### src/rtl/core/pom_pkg.sv
package pom_pkg;

   // default geometry
   localparam int TREE_DEPTH_DEF    = 4;
   localparam int BUCKET_SLOTS_DEF  = 4;
   localparam int DATA_W_DEF        = 64;
   localparam int STASH_ENTRIES_DEF = 32;

   // fixed field widths
   localparam int ID_W       = 7;
   localparam int LEAF_MAX_W = 12;

   // stash operations
   localparam logic [2:0] STASH_NOP       = 3'd0;
   localparam logic [2:0] STASH_SCAN      = 3'd1;
   localparam logic [2:0] STASH_FETCH_PUT = 3'd2;
   localparam logic [2:0] STASH_ACC_READ  = 3'd3;
   localparam logic [2:0] STASH_ACC_WRITE = 3'd4;
   localparam logic [2:0] STASH_CAND      = 3'd5;
   localparam logic [2:0] STASH_PICK      = 3'd6;

   typedef struct packed {
      logic [2:0]            op;
      logic [ID_W-1:0]       id;
      logic [LEAF_MAX_W-1:0] leaf;
      logic [LEAF_MAX_W-1:0] mask;
   } stash_cmd_type;

   typedef struct packed {
      logic            hit;
      logic            full;
      logic            cand_any;
      logic [ID_W-1:0] pick_id;
   } stash_sts_type;

endpackage

### src/rtl/core/pom_ram.sv
module pom_ram #(
   parameter int WIDTH = 8,
   parameter int DEPTH = 2
) (
   input  logic                     clock,
   input  logic                     wr_en,
   input  logic [$clog2(DEPTH)-1:0] wr_addr,
   input  logic [WIDTH-1:0]         wr_data,
   input  logic                     rd_en,
   input  logic [$clog2(DEPTH)-1:0] rd_addr,
   output logic [WIDTH-1:0]         rd_data
);

   logic [WIDTH-1:0] mem [DEPTH];
   logic [WIDTH-1:0] rd_data_ff;

   // one write port, one registered read port
   always_ff @(posedge clock) begin
      if (wr_en) begin
         mem[wr_addr] <= wr_data;
      end
      if (rd_en) begin
         rd_data_ff <= mem[rd_addr];
      end
   end

   assign rd_data = rd_data_ff;

endmodule

### src/rtl/core/pom_stash.sv
module pom_stash #(
   parameter int TREE_DEPTH    = pom_pkg::TREE_DEPTH_DEF,
   parameter int DATA_W        = pom_pkg::DATA_W_DEF,
   parameter int STASH_ENTRIES = pom_pkg::STASH_ENTRIES_DEF
) (
   input  logic                  clock,
   input  logic                  reset,
   input  pom_pkg::stash_cmd_type cmd,
   input  logic [DATA_W-1:0]     wr_data,
   output pom_pkg::stash_sts_type sts,
   output logic [DATA_W-1:0]     rd_data
);

   localparam int SIX_W  = $clog2(STASH_ENTRIES);
   localparam int LEAF_W = TREE_DEPTH;

   logic [STASH_ENTRIES-1:0] valid_ff, match_ff, cand_ff;
   logic [STASH_ENTRIES-1:0] match_in, cand_in;
   logic [pom_pkg::ID_W-1:0] ids_ff [STASH_ENTRIES];
   logic [LEAF_W-1:0]        leaf_ff [STASH_ENTRIES];
   logic [pom_pkg::ID_W-1:0] pick_id_ff;
   logic [SIX_W-1:0]         free_idx, hit_idx, cand_idx;
   logic                     free_any, hit, cand_any;
   logic                     ram_we, ram_re;
   logic [SIX_W-1:0]         ram_waddr, ram_raddr;
   logic                     do_insert;

   function automatic logic [SIX_W-1:0] lowest(input logic [STASH_ENTRIES-1:0] v);
      logic [SIX_W-1:0] r;
      r = '0;
      for (int i = STASH_ENTRIES - 1; i >= 0; i--) begin
         if (v[i]) begin
            r = SIX_W'(i);
         end
      end
      return r;
   endfunction

   // per-entry compares
   always_comb begin
      for (int k = 0; k < STASH_ENTRIES; k++) begin
         match_in[k] = valid_ff[k] && (ids_ff[k] == cmd.id);
         cand_in[k]  = valid_ff[k] &&
            (((leaf_ff[k] ^ cmd.leaf[LEAF_W-1:0]) & cmd.mask[LEAF_W-1:0]) == '0);
      end
   end

   assign free_idx = lowest(~valid_ff);
   assign free_any = ~(&valid_ff);
   assign hit_idx  = lowest(match_ff);
   assign hit      = |match_ff;
   assign cand_idx = lowest(cand_ff);
   assign cand_any = |cand_ff;

   // insert into lowest free entry when the id is not held yet
   assign do_insert = ((cmd.op == pom_pkg::STASH_FETCH_PUT) ||
                       (cmd.op == pom_pkg::STASH_ACC_WRITE)) && !hit && free_any;

   // data memory port control
   always_comb begin
      ram_we    = do_insert || ((cmd.op == pom_pkg::STASH_ACC_WRITE) && hit);
      ram_waddr = hit ? hit_idx : free_idx;
      ram_re    = (cmd.op == pom_pkg::STASH_ACC_READ) ||
                  ((cmd.op == pom_pkg::STASH_PICK) && cand_any);
      ram_raddr = (cmd.op == pom_pkg::STASH_PICK) ? cand_idx : hit_idx;
   end

   // valid, match and candidate vectors
   always_ff @(posedge clock) begin
      if (reset) begin
         valid_ff <= '0;
         match_ff <= '0;
         cand_ff  <= '0;
      end else begin
         unique case (cmd.op) inside
            pom_pkg::STASH_SCAN: begin
               match_ff <= match_in;
            end
            pom_pkg::STASH_CAND: begin
               cand_ff <= cand_in;
            end
            pom_pkg::STASH_PICK: begin
               if (cand_any) begin
                  cand_ff[cand_idx]  <= 1'b0;
                  valid_ff[cand_idx] <= 1'b0;
               end
            end
            pom_pkg::STASH_FETCH_PUT, pom_pkg::STASH_ACC_WRITE: begin
               if (do_insert) begin
                  valid_ff[free_idx] <= 1'b1;
               end
            end
            default: begin
            end
         endcase
      end
   end

   // entry tags
   always_ff @(posedge clock) begin
      if (do_insert) begin
         ids_ff[free_idx]  <= cmd.id;
         leaf_ff[free_idx] <= cmd.leaf[LEAF_W-1:0];
      end else if (((cmd.op == pom_pkg::STASH_ACC_READ) ||
                    (cmd.op == pom_pkg::STASH_ACC_WRITE)) && hit) begin
         leaf_ff[hit_idx] <= cmd.leaf[LEAF_W-1:0];
      end
      if ((cmd.op == pom_pkg::STASH_PICK) && cand_any) begin
         pick_id_ff <= ids_ff[cand_idx];
      end
   end

   pom_ram #(
      .WIDTH (DATA_W),
      .DEPTH (STASH_ENTRIES)
   ) u_data_ram (
      .clock   (clock),
      .wr_en   (ram_we),
      .wr_addr (ram_waddr),
      .wr_data (wr_data),
      .rd_en   (ram_re),
      .rd_addr (ram_raddr),
      .rd_data (rd_data)
   );

   assign sts.hit      = hit;
   assign sts.full     = !free_any;
   assign sts.cand_any = cand_any;
   assign sts.pick_id  = pick_id_ff;

endmodule

### config.mk
export PLATFORM = sky130hd
export DESIGN_NAME = pom_stash
export DESIGN_NICKNAME = d
export VERILOG_FILES = /design/src/rtl/core/pom_pkg.sv /design/src/rtl/core/pom_ram.sv /design/src/rtl/core/pom_stash.sv
export SDC_FILE = /design/constraint.sdc
export NUM_CORES = 2
export LEC_CHECK = 0
export BUFFER_PORTS_ARGS = -buffer_cell sky130_fd_sc_hd__buf_2
export CAP_MARGIN = 25
export CORE_MARGIN = 2
export CORE_UTILIZATION = 55
export DETAILED_ROUTE_END_ITERATION = 12
export PLACE_DENSITY = 0.71
export SLEW_MARGIN = 20
export SYNTH_ARGS = -nofsm -noshare
export SYNTH_HDL_FRONTEND = slang
export SYNTH_SLANG_ARGS = --single-unit
### constraint.sdc
create_clock -name clock -period 15.3 [get_ports clock]
set_input_delay 0.765 -clock clock [delete_from_list [all_inputs] [get_ports clock]]
set_output_delay 0.765 -clock clock [all_outputs]
set_load 0.005 [all_outputs]
==> results.json <==
{
  "status": "complete, no violations",
  "crit_fanout": 42,
  "synth_edf_count": 2471,
  "drc": 0,
  "cts_buffer_depth": 3,
  "grt_max_degree": 207,
  "finalInstanceArea_um2": 116000,
  "antenna_found_initial": 22,
  "post-place-ws_ps": 9320,
  "cts_buffers": 239,
  "h-tree-depth": 4,
  "postLayoutCoreUtil": 0.612,
  "placed_area_um2": 108000,
  "power_frac_clock": 0.421,
  "cpMostUsedCell": "nor3_1",
  "hpwl_um": 150000,
  "die-area_um2": 195000,
  "die_x_um": 441,
  "clock_latency_ps": 910,
  "hold_viol": 0,
  "io_pins": 174,
  "power_switching_mw": 2.93,
  "drive_above_1_share": 0.0911,
  "routed_wl_um": 289000,
  "cts_tree": "built",
  "p_leak_nw": 38.9,
  "synth-warning-count": 0,
  "numPortBuffers": 157,
  "hold_buffers": 0,
  "total_power_mw": 14.0,
  "final_nets": 8177,
  "fin_ws_ps": 9160,
  "ir_worst_vdd_uv": 131,
  "track_usage": 0.291,
  "crit_chain": "nor4_1 -> nand4_1 -> nor2_2 -> inv_1 -> nor3_1 -> nor2_1 -> nor3_1 -> nand3_1 -> nor2_4 -> buf_4",
  "yosys_most_used_dff": "edfxtp_1",
  "routed-via-count": 68500,
  "maxCapViolations": 0,
  "ant_nets": 0,
  "ys_ff_latch": 2567,
  "cts_setup_buffers": 0,
  "synth_area_um2": 105000,
  "clock_skew_ps": 40.8,
  "critPathTopFamily": "simple AND/OR/NAND/NOR gates",
  "fin_setup_tns_ps": 0,
  "grt_pass1_vias": 64800,
  "hold_class": "in2reg",
  "gp_congestion": 0.944,
  "grt_pass1_wl_um": 421000,
  "p_per_area_nw_per_um2": 121,
  "cts-root-buf": "clkbuf_16",
  "maxSlewViolCount": 0,
  "p_sw_frac": 0.209,
  "viasPerCell": 6.33,
  "firstDrtPassIters": 10,
  "fin_crit_sh": 0.402,
  "avgSynthCellArea_um2": 13.1,
  "required_ps": 15790,
  "critPathKind": "reg2reg",
  "max_slew_margin": 0.248,
  "die_height_um": 441,
  "critPathBufInv": 2,
  "wl_per_cell_um": 26.8,
  "setup_viol": 0,
  "ctsResizeCount": 0,
  "placementRows": 160,
  "seqPwrFrac": 0.550,
  "area_delta_synth_final_pct": 10.5,
  "startpoint_type": "flop",
  "clk_pin_slew_ps": 60,
  "start_util": 0.553,
  "rsz0062_at_grt": "false",
  "synthCells": 8046,
  "tightestPinTransition_ps": 1130,
  "clock.fmax_mhz": 163,
  "cpPeakStageDelay_ps": 990,
  "gr-total-overflow": 0,
  "async_flop_share": 0,
  "drt_iter0_markers": 9780,
  "ys_seq_area_frac": 0.723,
  "slowest_stage": "nor2_4",
  "cts.sink_count": 2567,
  "critPathArrivalTime_ps": 6640,
  "crit_path_end_kind": "flop",
  "fin_cells": 10800,
  "holdWs_ps": 335,
  "combPwrFrac": 0.029,
  "ys_types": 88,
  "core-area_um2": 190000,
  "p_int_mw": 11.1,
  "dpl.cell_count": 10300,
  "fin_crit_ps": 6140,
  "synth_nets": 8146
}
[cell families (layout without fill, tap and decap cells)]
| kind of cell | count (synthesis) | after routing | share of synthesized area |
|---|---|---|---|
| AND/OR/NAND/NOR | 3482 | 3482 | 0.146 |
| flip-flops | 2567 | 2567 | 0.723 |
| AO/OA/AOI/OAI | 903 | 903 | 0.0598 |
| buffers and inverters | 558 | 798 | 0.0237 |
| XOR/XNOR | 352 | 352 | 0.0293 |
| multiplexers | 184 | 184 | 0.0177 |
| other | 0 | 18 | 0 |
[cell usage after synthesis, types with 25 or more instances]
cell type | n | area [µm²]
a211oi_1 | 31 | 233
a21oi_1 | 326 | 1630
a221o_1 | 64 | 641
a221oi_1 | 50 | 438
a222oi_1 | 32 | 320
a31oi_1 | 78 | 488
a32oi_1 | 28 | 245
and3_1 | 30 | 188
and4_1 | 49 | 429
buf_1 | 86 | 323
buf_2 | 148 | 741
buf_4 | 25 | 188
clkbuf_1 | 243 | 912
dfxtp_1 | 96 | 1920
edfxtp_1 | 2471 | 74200
inv_1 | 40 | 150
mux2i_1 | 180 | 1800
nand2_1 | 1882 | 7060
nand3_1 | 1001 | 5010
nand4_1 | 122 | 763
nor2_1 | 232 | 871
nor2b_1 | 34 | 213
nor3_1 | 56 | 280
o21ai_0 | 62 | 310
o221ai_1 | 77 | 674
o31ai_1 | 51 | 383
xnor2_1 | 224 | 1960
xor2_1 | 128 | 1120
[power by group through the flow]
stage | clock [mW] | combinational [mW] | sequential (mW)
2_1_floorplan | 0 | 0.220 | 7.88
6_report | 5.91 | 0.408 | 7.73
5_1_grt | 6.22 | 0.444 | 7.73
3_3_place_gp | 0 | 0.388 | 7.88
3_5_place_dp | 0 | 0.401 | 7.88
4_1_cts | 5.95 | 0.403 | 7.73
[area by class of cell]
cell class | instances | area, µm²
flip-flops and latches | 2567 | 76100
fillers | 14300 | 73900
multi-input cells | 4921 | 27000
clock buffers | 291 | 6240
well taps | 2511 | 3140
repair buffers | 308 | 2080
clock inverters | 159 | 1570
inverters | 40 | 150
diodes | 18 | 45.0
[registers in the layout (all words and copies together) (netlist names)]
register,flops
cand_ff,32
ids_ff,224
leaf_ff,128
match_ff,32
pick_id_ff,7
u_data_ram.mem,2048
u_data_ram.rd_data,64
valid_ff,32
[final timing paths]
check	cells past startpoint	startpoint	slack (ps)	endpoint
max	10	match_ff[21]$_SDFFE_PP0N_	9160	u_data_ram.mem[20][19]$_DFFE_PP_
min	1	wr_data[14]	330	u_data_ram.mem[27][14]$_DFFE_PP_
max reg2reg	10	match_ff[21]$_SDFFE_PP0N_	9160	u_data_ram.mem[20][19]$_DFFE_PP_
min reg2reg	2	cand_ff[19]$_SDFFE_PP0P_	510	cand_ff[19]$_SDFFE_PP0P_
[layer usage]
layer / GRT usage / vias up / routed length, µm
li1: - / 29900 / -
met1: 0.397 / 34000 / 111000
met2: 0.465 / 3863 / 137000
met3: 0.0494 / 684 / 28600
met4: 0.127 / 4 / 12600
met5: 0 / - / 23
[cells in the final DEF (no fill, tap or decap), types with 18 or more instances in the layout]
cell       count
dfxtp_1       96
and3_1        30
bufinv_16     22
o21ai_0       62
a221oi_1      50
o21ai_1       23
clkinv_2      48
a222oi_1      32
o31ai_1       51
nor2_1       204
o221ai_1      77
inv_1         40
a32oi_1       28
a21oi_1      326
xor2_1       128
nand4_1      122
xnor2_1      224
a211oi_1      31
nor2_4        28
a221o_1       64
nor2b_1       34
nand3_1     1001
a31oi_1       77
diode_2       18
and4_1        49
nor3_1        48
mux2i_1      180
nand2_1     1881
clkbuf_16    239
clkbuf_1      46
clkinv_1      60
edfxtp_1    2471
buf_2        157
buf_4        140
No activity file was read; power rests on OpenSTA's default activity.
