==> config.mk <==
export PLATFORM = sky130hd
export DESIGN_NAME = pom_ram
export DESIGN_NICKNAME = d
export VERILOG_FILES = /design/src/rtl/core/pom_ram.sv
export SDC_FILE = /design/constraint.sdc
export NUM_CORES = 1
export LEC_CHECK = 0
export ABC_AREA = 0
export BUFFER_PORTS_ARGS = -buffer_cell sky130_fd_sc_hd__buf_4
export CAP_MARGIN = 10
export CORE_UTILIZATION = 50
export CTS_CLUSTER_DIAMETER = 30
export DETAILED_ROUTE_END_ITERATION = 8
export PLACE_DENSITY = 0.75
export SLEW_MARGIN = 15
export SYNTH_ARGS = -nofsm -noshare
export SYNTH_HDL_FRONTEND = slang
export SYNTH_SLANG_ARGS = --single-unit
export TNS_END_PERCENT = 1
==> constraint.sdc <==
create_clock -name clock -period 1.1 [get_ports clock]
set_clock_uncertainty 0.05 [all_clocks]
set_input_delay 0.165 -clock clock [delete_from_list [all_inputs] [get_ports clock]]
set_output_delay 0.165 -clock clock [all_outputs]
set_load 0.02 [all_outputs]
==> src/rtl/core/pom_ram.sv <==
module pom_ram #(
   parameter int WIDTH = 8,
   parameter int DEPTH = 2
) (
   input  logic                     clock,
   input  logic                     wr_en,
   input  logic [$clog2(DEPTH)-1:0] wr_addr,
   input  logic [WIDTH-1:0]         wr_data,
   input  logic                     rd_en,
   input  logic [$clog2(DEPTH)-1:0] rd_addr,
   output logic [WIDTH-1:0]         rd_data
);

   logic [WIDTH-1:0] mem [DEPTH];
   logic [WIDTH-1:0] rd_data_ff;

   // one write port, one registered read port
   always_ff @(posedge clock) begin
      if (wr_en) begin
         mem[wr_addr] <= wr_data;
      end
      if (rd_en) begin
         rd_data_ff <= mem[rd_addr];
      end
   end

   assign rd_data = rd_data_ff;

endmodule

==> results.py, run 1 <==
metrics = {
    "clocking": {
        "htree_num_levels": 1,
        "tritoncts": "built",
        "cts_root_buf": "clkbuf_4",
        "worst_skew_pair.late_latency_ns": 0.31,
        "postCtsSetupRepairBufs": 0,
        "cts.sinks": 24,
        "clockBufferDepth": 2,
        "clk_pin_slew_ns": 0.12,
        "numCtsBuffers": 3,
    },
    "drt": {
        "via_per_inst": 5.084,
        "num_vias": 422,
        "antenna_left": 0,
        "drc": 2,
        "first_iter_violations": 9,
        "routedWlPerCell_um": 13.94,
        "routed_wl_mm": 1.157,
        "dr.pass1.iters": 6,
    },
    "pwr": {
        "ir_drop_uv": 1252,
        "p_per_area_nw_per_um2": 1610,
        "p_total_w": 0.001916,
        "p_leak_nw": 0.4703,
    },
    "floorplanning": {
        "die_area_sq_um": 1900,
        "io_pins": 21,
        "rows": 14,
        "fp.dieH_um": 43.59,
        "core-area_sq_um": 1559,
        "die_x_um": 43.59,
        "start_util_pct": 55.46,
    },
    "yosys": {
        "synth_compound_area_share_pct": 0,
        "synth_area_per_cell_sq_um": 24.70,
        "synth_fa_ha_area_share_pct": 0,
        "muxShareOfSynthArea_pct": 13.89,
        "synth_top_family_by_area": "multiplexers",
        "yosysTopAreaCell": "edfxtp_1",
        "synth_xor_area_share_pct": 0,
        "synth_top_cell_area_share_pct": 83.36,
        "synth-seq-cells": 24,
        "ys_seq_area_share_pct": 83.36,
        "synth_area_leaders": "edfxtp_1 83%, mux2_4 14%, buf_6 1.3%, and2_1 0.72%, nor2b_1 0.72%",
        "synthSimpleGateAreaFrac_pct": 1.447,
        "yosysWarningCount": 0,
        "synthCells": 35,
        "synth_area_sq_um": 864.6,
        "syn_nets": 48,
        "synthDistinctLibCells": 5,
    },
    "setup_path": {
        "cp_slowest_stage_delay_ns": 0.41,
        "cp.arrival_ns": 0.86,
        "critPathRequiredTime_ns": 0.88,
        "worst_setup_path_end_kind": "output pin",
        "path_cells": "buf_6",
        "crit_type": "reg2out",
        "path_max_fanout": 1,
        "cp-start-kind": "flop",
        "critPathBufInv": 1,
        "cp_slowest_cell": "edfxtp_1",
        "crit_family": "flip-flops",
    },
    "sta": {
        "clock.fmax_mhz": 930.7,
        "rsz0062_at_grt": "true",
        "slew_violations": 0,
        "slew_headroom_pct": 76.76,
        "period_share_pct": 97.68,
        "setup_violations": 0,
        "finalHoldViolations": 0,
        "tightestPinTransition_ns": 0.3486,
        "setup_ws_ns": 0.02553,
        "min_period_ns": 1.074,
    },
    "final_layout": {
        "final.fill_count": 82,
        "diodes": 0,
        "finalNetCount": 81,
        "drive_gt1_share_pct": 49.25,
        "syn_to_final_growth_pct": 37.63,
        "fin_cells": 83,
    },
    "grt": {
        "grt_pass1_vias": 420,
        "antenna_found_initial": 0,
        "grt_pass1_wl_mm": 1.794,
        "grtUsageTotal_pct": 13.66,
        "grt_max_degree": 15,
        "grt-ovfl-total": 0,
    },
    "placed_design": {
        "gp_congestion": 0.5944,
        "port_buffers": 20,
        "dp_slack_ns": 0.1244,
        "place_inst": 71,
    },
    "min_path": {
        "min_path_type": "in2reg",
    },
    "outcome": {
        "status": "finished, violations left",
        "failed_checks": "design-rule violations",
    },
    "run": {
        "maxCapViolCount": 0,
    },
}
## what timing repair did
item,CTS,global route
setup endpoints to repair,0,7
endpoints found under the hold margin,16,0
hold buffers,8,0
resized for setup,0,7
## cell usage in the layout, fill, tap and decap left out, drive strengths merged
cell type / count
buf: 21
and2: 1
mux2: 8
edfxtp: 24
bufinv: 1
nor2b: 1
dlygate4sd3: 8
clkbuf: 3
## cell usage after synthesis
cell       n
edfxtp_1  24
mux2_4     8
and2_1     1
buf_6      1
nor2b_1    1
## final timing paths
| check | slack, ns | endpoint | startpoint | cells past startpoint |
|---|---|---|---|---|
| setup / recovery | 0.03 | rd_data[3] | rd_data[3] | 1 |
| hold / removal | 0.07 | rd_data[3] | rd_en | 1 |
| setup reg to reg | 0.14 | rd_data[2] | mem[0][2] | 1 |
| hold reg to reg | 0.51 | rd_data[0] | mem[0][0] | 1 |
## logic make-up after synthesis
logic type | count (synthesis)
buffers and inverters | 1
DFF | 24
muxes | 8
and+or+nand+nor | 2
## per-stage QoR
stage / setup TNS (ns) / utilization [%] / hold slack (ns) / instance area [sq um]
4_1_cts: 0 / 74.64 / 0.06735 / 1164
3_5_place_dp: 0 / 66.13 / 0.3045 / 1031
5_1_grt: -0.1065 / 76.32 / 0.04702 / 1190
2_1_floorplan: 0 / - / 0.2139 / 864.6
3_3_place_gp: 0 / 66.13 / 0.3001 / 1031
6_report: 0 / 76.32 / 0.07227 / 1190
## cell type report
| class | instances | area [sq um] | share of cell area (%) |
|---|---|---|---|
| well taps | 16 | 20.02 | 1.682 |
| flip-flops and latches | 24 | 720.7 | 60.57 |
| clock buffers | 3 | 22.52 | 1.893 |
| clock inverters | 1 | 30.03 | 2.524 |
| multi-input cells | 10 | 132.6 | 11.15 |
| repair buffers | 29 | 264.0 | 22.19 |
## state kept, by name, indices dropped and copies added (netlist names)
| signal | flops |
|---|---|
| mem | 16 |
| rd_data | 8 |
## metal layers
layer  wire [um]  track usage, %
met1         412           13.70
met2         668           25.67
met3          75           5.417
met4           0           3.750
met5           0               0
## where the power goes
group | internal (W) | total, W | switching (W)
clock | 0.000368 | 0.000612 | 0.000243
sequential | 0.00108 | 0.00110 | 0.0000218
combinational | 0.000125 | 0.000203 | 0.0000779
total | 0.00157 | 0.00192 | 0.000343
Power figures use the tool's default switching activity.
==> run 2: changes to the inputs <==
--- a/config.mk
+++ b/config.mk
@@ -11,7 +11,7 @@
 export CORE_UTILIZATION = 50
 export CTS_CLUSTER_DIAMETER = 30
 export DETAILED_ROUTE_END_ITERATION = 8
-export PLACE_DENSITY = 0.75
+export PLACE_DENSITY = 0.78
 export SLEW_MARGIN = 15
 export SYNTH_ARGS = -nofsm -noshare
 export SYNTH_HDL_FRONTEND = slang
==> run 2 against run 1 <==
Compared with the run above:
- the flow still finishes with violations (design-rule violations)
- clock power fell by 39%
- core utilization fell by 1.4 points
- sequential power barely moved
- via count fell by 0.47%
- non-clock buffer count did not move
- sequential cell count did not move
- routed wire length rose by 3.3%
- setup slack improved by 0.0043 ns
- critical endpoint is now rd_data[0]
- largest cell class unchanged
==> results.py, run 2 (synthesized netlist as in run 1, its figures left out) <==
metrics = {
    "outcome": {
        "status": "finished, violations left",
        "failed_checks": "design-rule violations",
    },
    "pwr": {
        "ir_drop_uv": 1066,
        "p_leak_nw": 0.4590,
        "p_per_area_nw_per_um2": 1438,
    },
    "sta": {
        "finalSetupTns_ns": 0,
        "rsz0062_at_grt": "true",
        "finalHoldViolations": 0,
        "hold-worst-slack_ns": 0.07549,
        "setup_ws_ns": 0.02980,
        "period_share_pct": 97.29,
        "tightestPinTransition_ns": 0.3671,
        "clock.fmax_mhz": 934.4,
        "slew_violations": 0,
        "min_period_ns": 1.070,
        "setup_violations": 0,
        "slew_headroom_pct": 75.53,
    },
    "grt": {
        "grt_max_degree": 14,
        "grtUsageTotal_pct": 14.93,
        "grt_pass1_wl_mm": 1.814,
        "grt-ovfl-total": 0,
        "grt_pass1_vias": 403,
        "antenna_found_initial": 0,
    },
    "final_layout": {
        "diodes": 0,
        "syn_to_final_growth_pct": 35.02,
        "finalNetCount": 81,
        "final_util_pct": 74.88,
        "largest_register": "mem",
        "layout_commonest_cell": "edfxtp_1",
        "drive_gt1_share_pct": 47.76,
        "final_area_sq_um": 1167,
        "layout_common_cells": "24 x edfxtp_1, 13 x buf_4, 8 x mux2_4, 8 x dlygate4sd3_1, 8 x buf_6",
        "largest_reg_flops": 16,
    },
    "setup_path": {
        "cp_slowest_cell": "edfxtp_1",
        "crit_type": "reg2out",
        "path_max_fanout": 1,
        "cp_slowest_stage_delay_ns": 0.41,
        "path_cells": "buf_6",
        "worst_setup_path_end_kind": "output pin",
        "crit_family": "flip-flops",
        "cp.arrival_ns": 0.86,
        "critPathBufInv": 1,
        "critPathRequiredTime_ns": 0.88,
        "cp-start-kind": "flop",
    },
    "drt": {
        "num_vias": 420,
        "dr.pass1.iters": 6,
        "antenna_left": 0,
        "first_iter_violations": 5,
        "routed_wl_mm": 1.195,
        "via_per_inst": 5.060,
        "drc": 2,
        "routedWlPerCell_um": 14.40,
    },
    "run": {
        "maxCapViolCount": 0,
    },
    "placed_design": {
        "dp_slack_ns": 0.09593,
        "port_buffers": 20,
        "dpl_cell_area_sq_um": 1031,
        "gp_congestion": 0.6450,
    },
    "clocking": {
        "htree_num_levels": 1,
        "numCtsBuffers": 3,
        "clk_pin_slew_ns": 0.12,
        "cts_root_buf": "clkbuf_4",
        "cts.sinks": 24,
        "clockBufferDepth": 2,
        "worst_skew_pair.late_latency_ns": 0.30,
        "tritoncts": "built",
    },
    "floorplanning": {
        "fp.dieH_um": 43.59,
        "io_pins": 21,
        "rows": 14,
        "die_x_um": 43.59,
        "start_util_pct": 55.46,
        "die_area_sq_um": 1900,
        "core-area_sq_um": 1559,
    },
    "min_path": {
        "min_path_type": "in2reg",
    },
}
-- run 2: cell types whose count changed in the layout (fill, tap and decap cells not counted) --
cell / before / now
buf_4: 14 / 13
buf_6: 7 / 8
bufinv_16: 1 / 0
clkinv_1: 0 / 1
-- run 2: power breakdown --
part	switching, W	internal [W]	total [W]
clock	0.000240	0.000132	0.000372
combinational	0.0000798	0.000127	0.000206
sequential	0.0000201	0.00108	0.00110
total	0.000340	0.00134	0.00168
-- run 2: final timing paths --
kind | slack [ns] | from | depth (start not counted) | to
worst max-delay path | 0.03 | rd_data[0] | 1 | rd_data[0]
worst min-delay path | 0.08 | rd_en | 1 | rd_data[6]
worst max register to register | 0.14 | mem[0][2] | 1 | rd_data[2]
worst min register to register | 0.52 | mem[1][3] | 1 | rd_data[3]
-- run 2: final cells by class --
type / instances / area, sq um
Timing Repair Buffer: 29 / 267.8
Multi-Input combinational cell: 10 / 132.6
Fill cell: 83 / 391.6
Sequential cell: 24 / 720.7
Tap cell: 16 / 20.02
Clock inverter: 1 / 3.754
Clock buffer: 3 / 22.52
-- run 2: repair_timing --
action | CTS | global route
hold buffers | 8 | 0
endpoints found under the hold margin | 16 | 0
setup endpoints to repair | 0 | 8
resized for setup | 0 | 8
setup buffers | 0 | 0
-- run 2: layer usage --
layer,part of all wire [%],GRT usage [%]
met1,38,14.33
met2,57,25.97
met3,4.5,5.000
met4,1.0,11.25
met5,0,0
-- run 2: through the flow --
| step | power, W | instances |
|---|---|---|
| floorplan | 0.001205 | 35 |
| global placement | 0.001279 | 71 |
| detailed placement | 0.001287 | 71 |
| CTS | 0.001668 | 83 |
| global route | 0.001750 | 83 |
| finish | 0.001678 | 83 |
==> run 3: changes to the inputs <==
--- a/config.mk
+++ b/config.mk
@@ -9,7 +9,6 @@
 export BUFFER_PORTS_ARGS = -buffer_cell sky130_fd_sc_hd__buf_4
 export CAP_MARGIN = 10
 export CORE_UTILIZATION = 50
-export CTS_CLUSTER_DIAMETER = 30
 export DETAILED_ROUTE_END_ITERATION = 8
 export PLACE_DENSITY = 0.78
 export SLEW_MARGIN = 15
==> constraint.sdc (replaced) <==
create_clock -name clock -period 1.1 [get_ports clock]
set_clock_uncertainty 0.05 [all_clocks]
set_input_delay 0 -clock clock [delete_from_list [all_inputs] [get_ports clock]]
set_output_delay 0 -clock clock [all_outputs]
set_load 0.02 [all_outputs]
==> run 3 against run 2 <==
Compared with the run above:
- the flow still finishes with violations (design-rule violations)
- setup slack improved by 0.13 ns
- non-clock buffer count rose by 1
- global-route usage fell by 1.8 points
- via count fell by 3.1%
- register-to-register slack improved by 0.02 ns
- combinational power fell by 5%
- sequential cell count did not move
- critical path type is now reg2reg
- highest routed layer is now met3
==> results.py, run 3 (synthesized netlist as in run 1, its figures left out) <==
metrics = {
    "setup_path": {
        "cp_slowest_cell": "edfxtp_1",
        "worst_setup_path_end_kind": "flop",
        "cp-start-kind": "flop",
        "path_cells": "mux2_4",
        "path_max_fanout": 1,
        "cp.arrival_ns": 0.96,
        "crit_family": "flip-flops",
        "crit_type": "reg2reg",
        "critPathBufInv": 0,
        "critPathRequiredTime_ns": 1.12,
        "cp_slowest_stage_delay_ns": 0.39,
    },
    "clocking": {
        "cts_root_buf": "clkbuf_4",
        "worst_skew_pair.late_latency_ns": 0.30,
        "clk_pin_slew_ns": 0.12,
        "cts_resized": 0,
        "tritoncts": "built",
        "cts.sinks": 24,
        "numCtsBuffers": 3,
        "clockBufferDepth": 2,
        "htree_num_levels": 1,
    },
    "sta": {
        "slew_violations": 0,
        "tightestPinTransition_ns": 0.3867,
        "rsz0062_at_grt": "false",
        "min_period_ns": 0.9407,
        "clock.fmax_mhz": 1063,
        "period_share_pct": 85.52,
        "slew_headroom_pct": 74.22,
        "hold-worst-slack_ns": 0.07762,
        "setup_violations": 0,
        "finalHoldViolations": 0,
        "finalSetupTns_ns": 0,
    },
    "outcome": {
        "failed_checks": "design-rule violations",
        "status": "finished, violations left",
    },
    "drt": {
        "via_per_inst": 4.904,
        "routedWlPerCell_um": 13.33,
        "first_iter_violations": 5,
        "drc": 2,
        "num_vias": 407,
        "antenna_left": 0,
        "routed_wl_mm": 1.106,
        "dr.pass1.iters": 6,
    },
    "floorplanning": {
        "fp.dieH_um": 43.59,
        "core-area_sq_um": 1559,
        "rows": 14,
        "start_util_pct": 55.46,
        "io_pins": 21,
        "die_area_sq_um": 1900,
        "die_x_um": 43.59,
    },
    "pwr": {
        "p_leak_nw": 0.4516,
        "p_per_area_nw_per_um2": 1437,
        "ir_drop_uv": 994.6,
    },
    "grt": {
        "grt_max_degree": 13,
        "antenna_found_initial": 0,
        "grt_pass1_wl_mm": 1.718,
        "grtUsageTotal_pct": 13.15,
        "grt_pass1_vias": 400,
        "grt-ovfl-total": 0,
    },
    "final_layout": {
        "drive_gt1_share_pct": 47.76,
        "final.fill_count": 88,
        "syn_to_final_growth_pct": 32.27,
        "largest_register": "mem",
        "finalNetCount": 82,
        "layout_commonest_cell": "edfxtp_1",
        "diodes": 0,
        "largest_reg_flops": 16,
        "layout_common_cells": "24 x edfxtp_1, 21 x buf_4, 9 x dlygate4sd3_1",
    },
    "placed_design": {
        "gp_congestion": 0.6073,
        "port_buffers": 20,
    },
    "run": {
        "maxCapViolCount": 0,
    },
    "min_path": {
        "min_path_type": "in2reg",
    },
}
## run 3: changes by cell type in the layout (fill, tap and decap cells not counted), sizes merged
cell         change
dlygate4sd3      +1
clkinv           -1
## run 3: layer usage
layer / GRT usage, % / share of wire [%]
met4: 5.625 / 0
met1: 16.47 / 40
met3: 2.500 / 5.9
met5: 0 / 0
met2: 22.39 / 54
## run 3: worst paths after layout
kind | from | endpoint | slack [ns] | cells after the start
max reg2reg | mem[0][5] | rd_data[5] | 0.16 | 1
max | mem[0][5] | rd_data[5] | 0.16 | 1
min reg2reg | mem[1][4] | rd_data[4] | 0.51 | 1
min | rd_addr | rd_data[5] | 0.08 | 2
## run 3: per-stage QoR
| stage | std cells | worst slack, ns | instance area [sq um] | total power, W | util [%] |
|---|---|---|---|---|---|
| finish | 83 | 0.1593 | 1144 | 0.001643 | 73.35 |
| global route | 83 | 0.1243 | 1144 | 0.001700 | 73.35 |
| CTS | 83 | 0.1480 | 1144 | 0.001650 | 73.35 |
| detailed placement | 71 | 0.1576 | 1031 | 0.001286 | 66.13 |
| global placement | 71 | 0.1856 | 1031 | 0.001278 | 66.13 |
| floorplan | 35 | 0.1996 | 864.6 | 0.001205 | - |
## run 3: report_power, final
group          switching [W]  internal [W]
Clock               0.000226      0.000127
Combinational      0.0000786      0.000116
Sequential         0.0000155       0.00108
Total               0.000321       0.00132
## run 3: repair_timing
action / CTS / global route
endpoints found under the setup margin: 0 / 0
hold endpoints to repair: 24 / 0
buffers inserted: 0 / 0
hold buffers: 9 / 0
## run 3: cell type report
class                           count  area, sq um  share of cell area [%]
Sequential cell                    24        720.7                   63.02
Timing Repair Buffer               30        247.7                   21.66
Multi-Input combinational cell     10        132.6                   11.60
Clock buffer                        3        22.52                   1.969
Tap cell                           16        20.02                   1.751
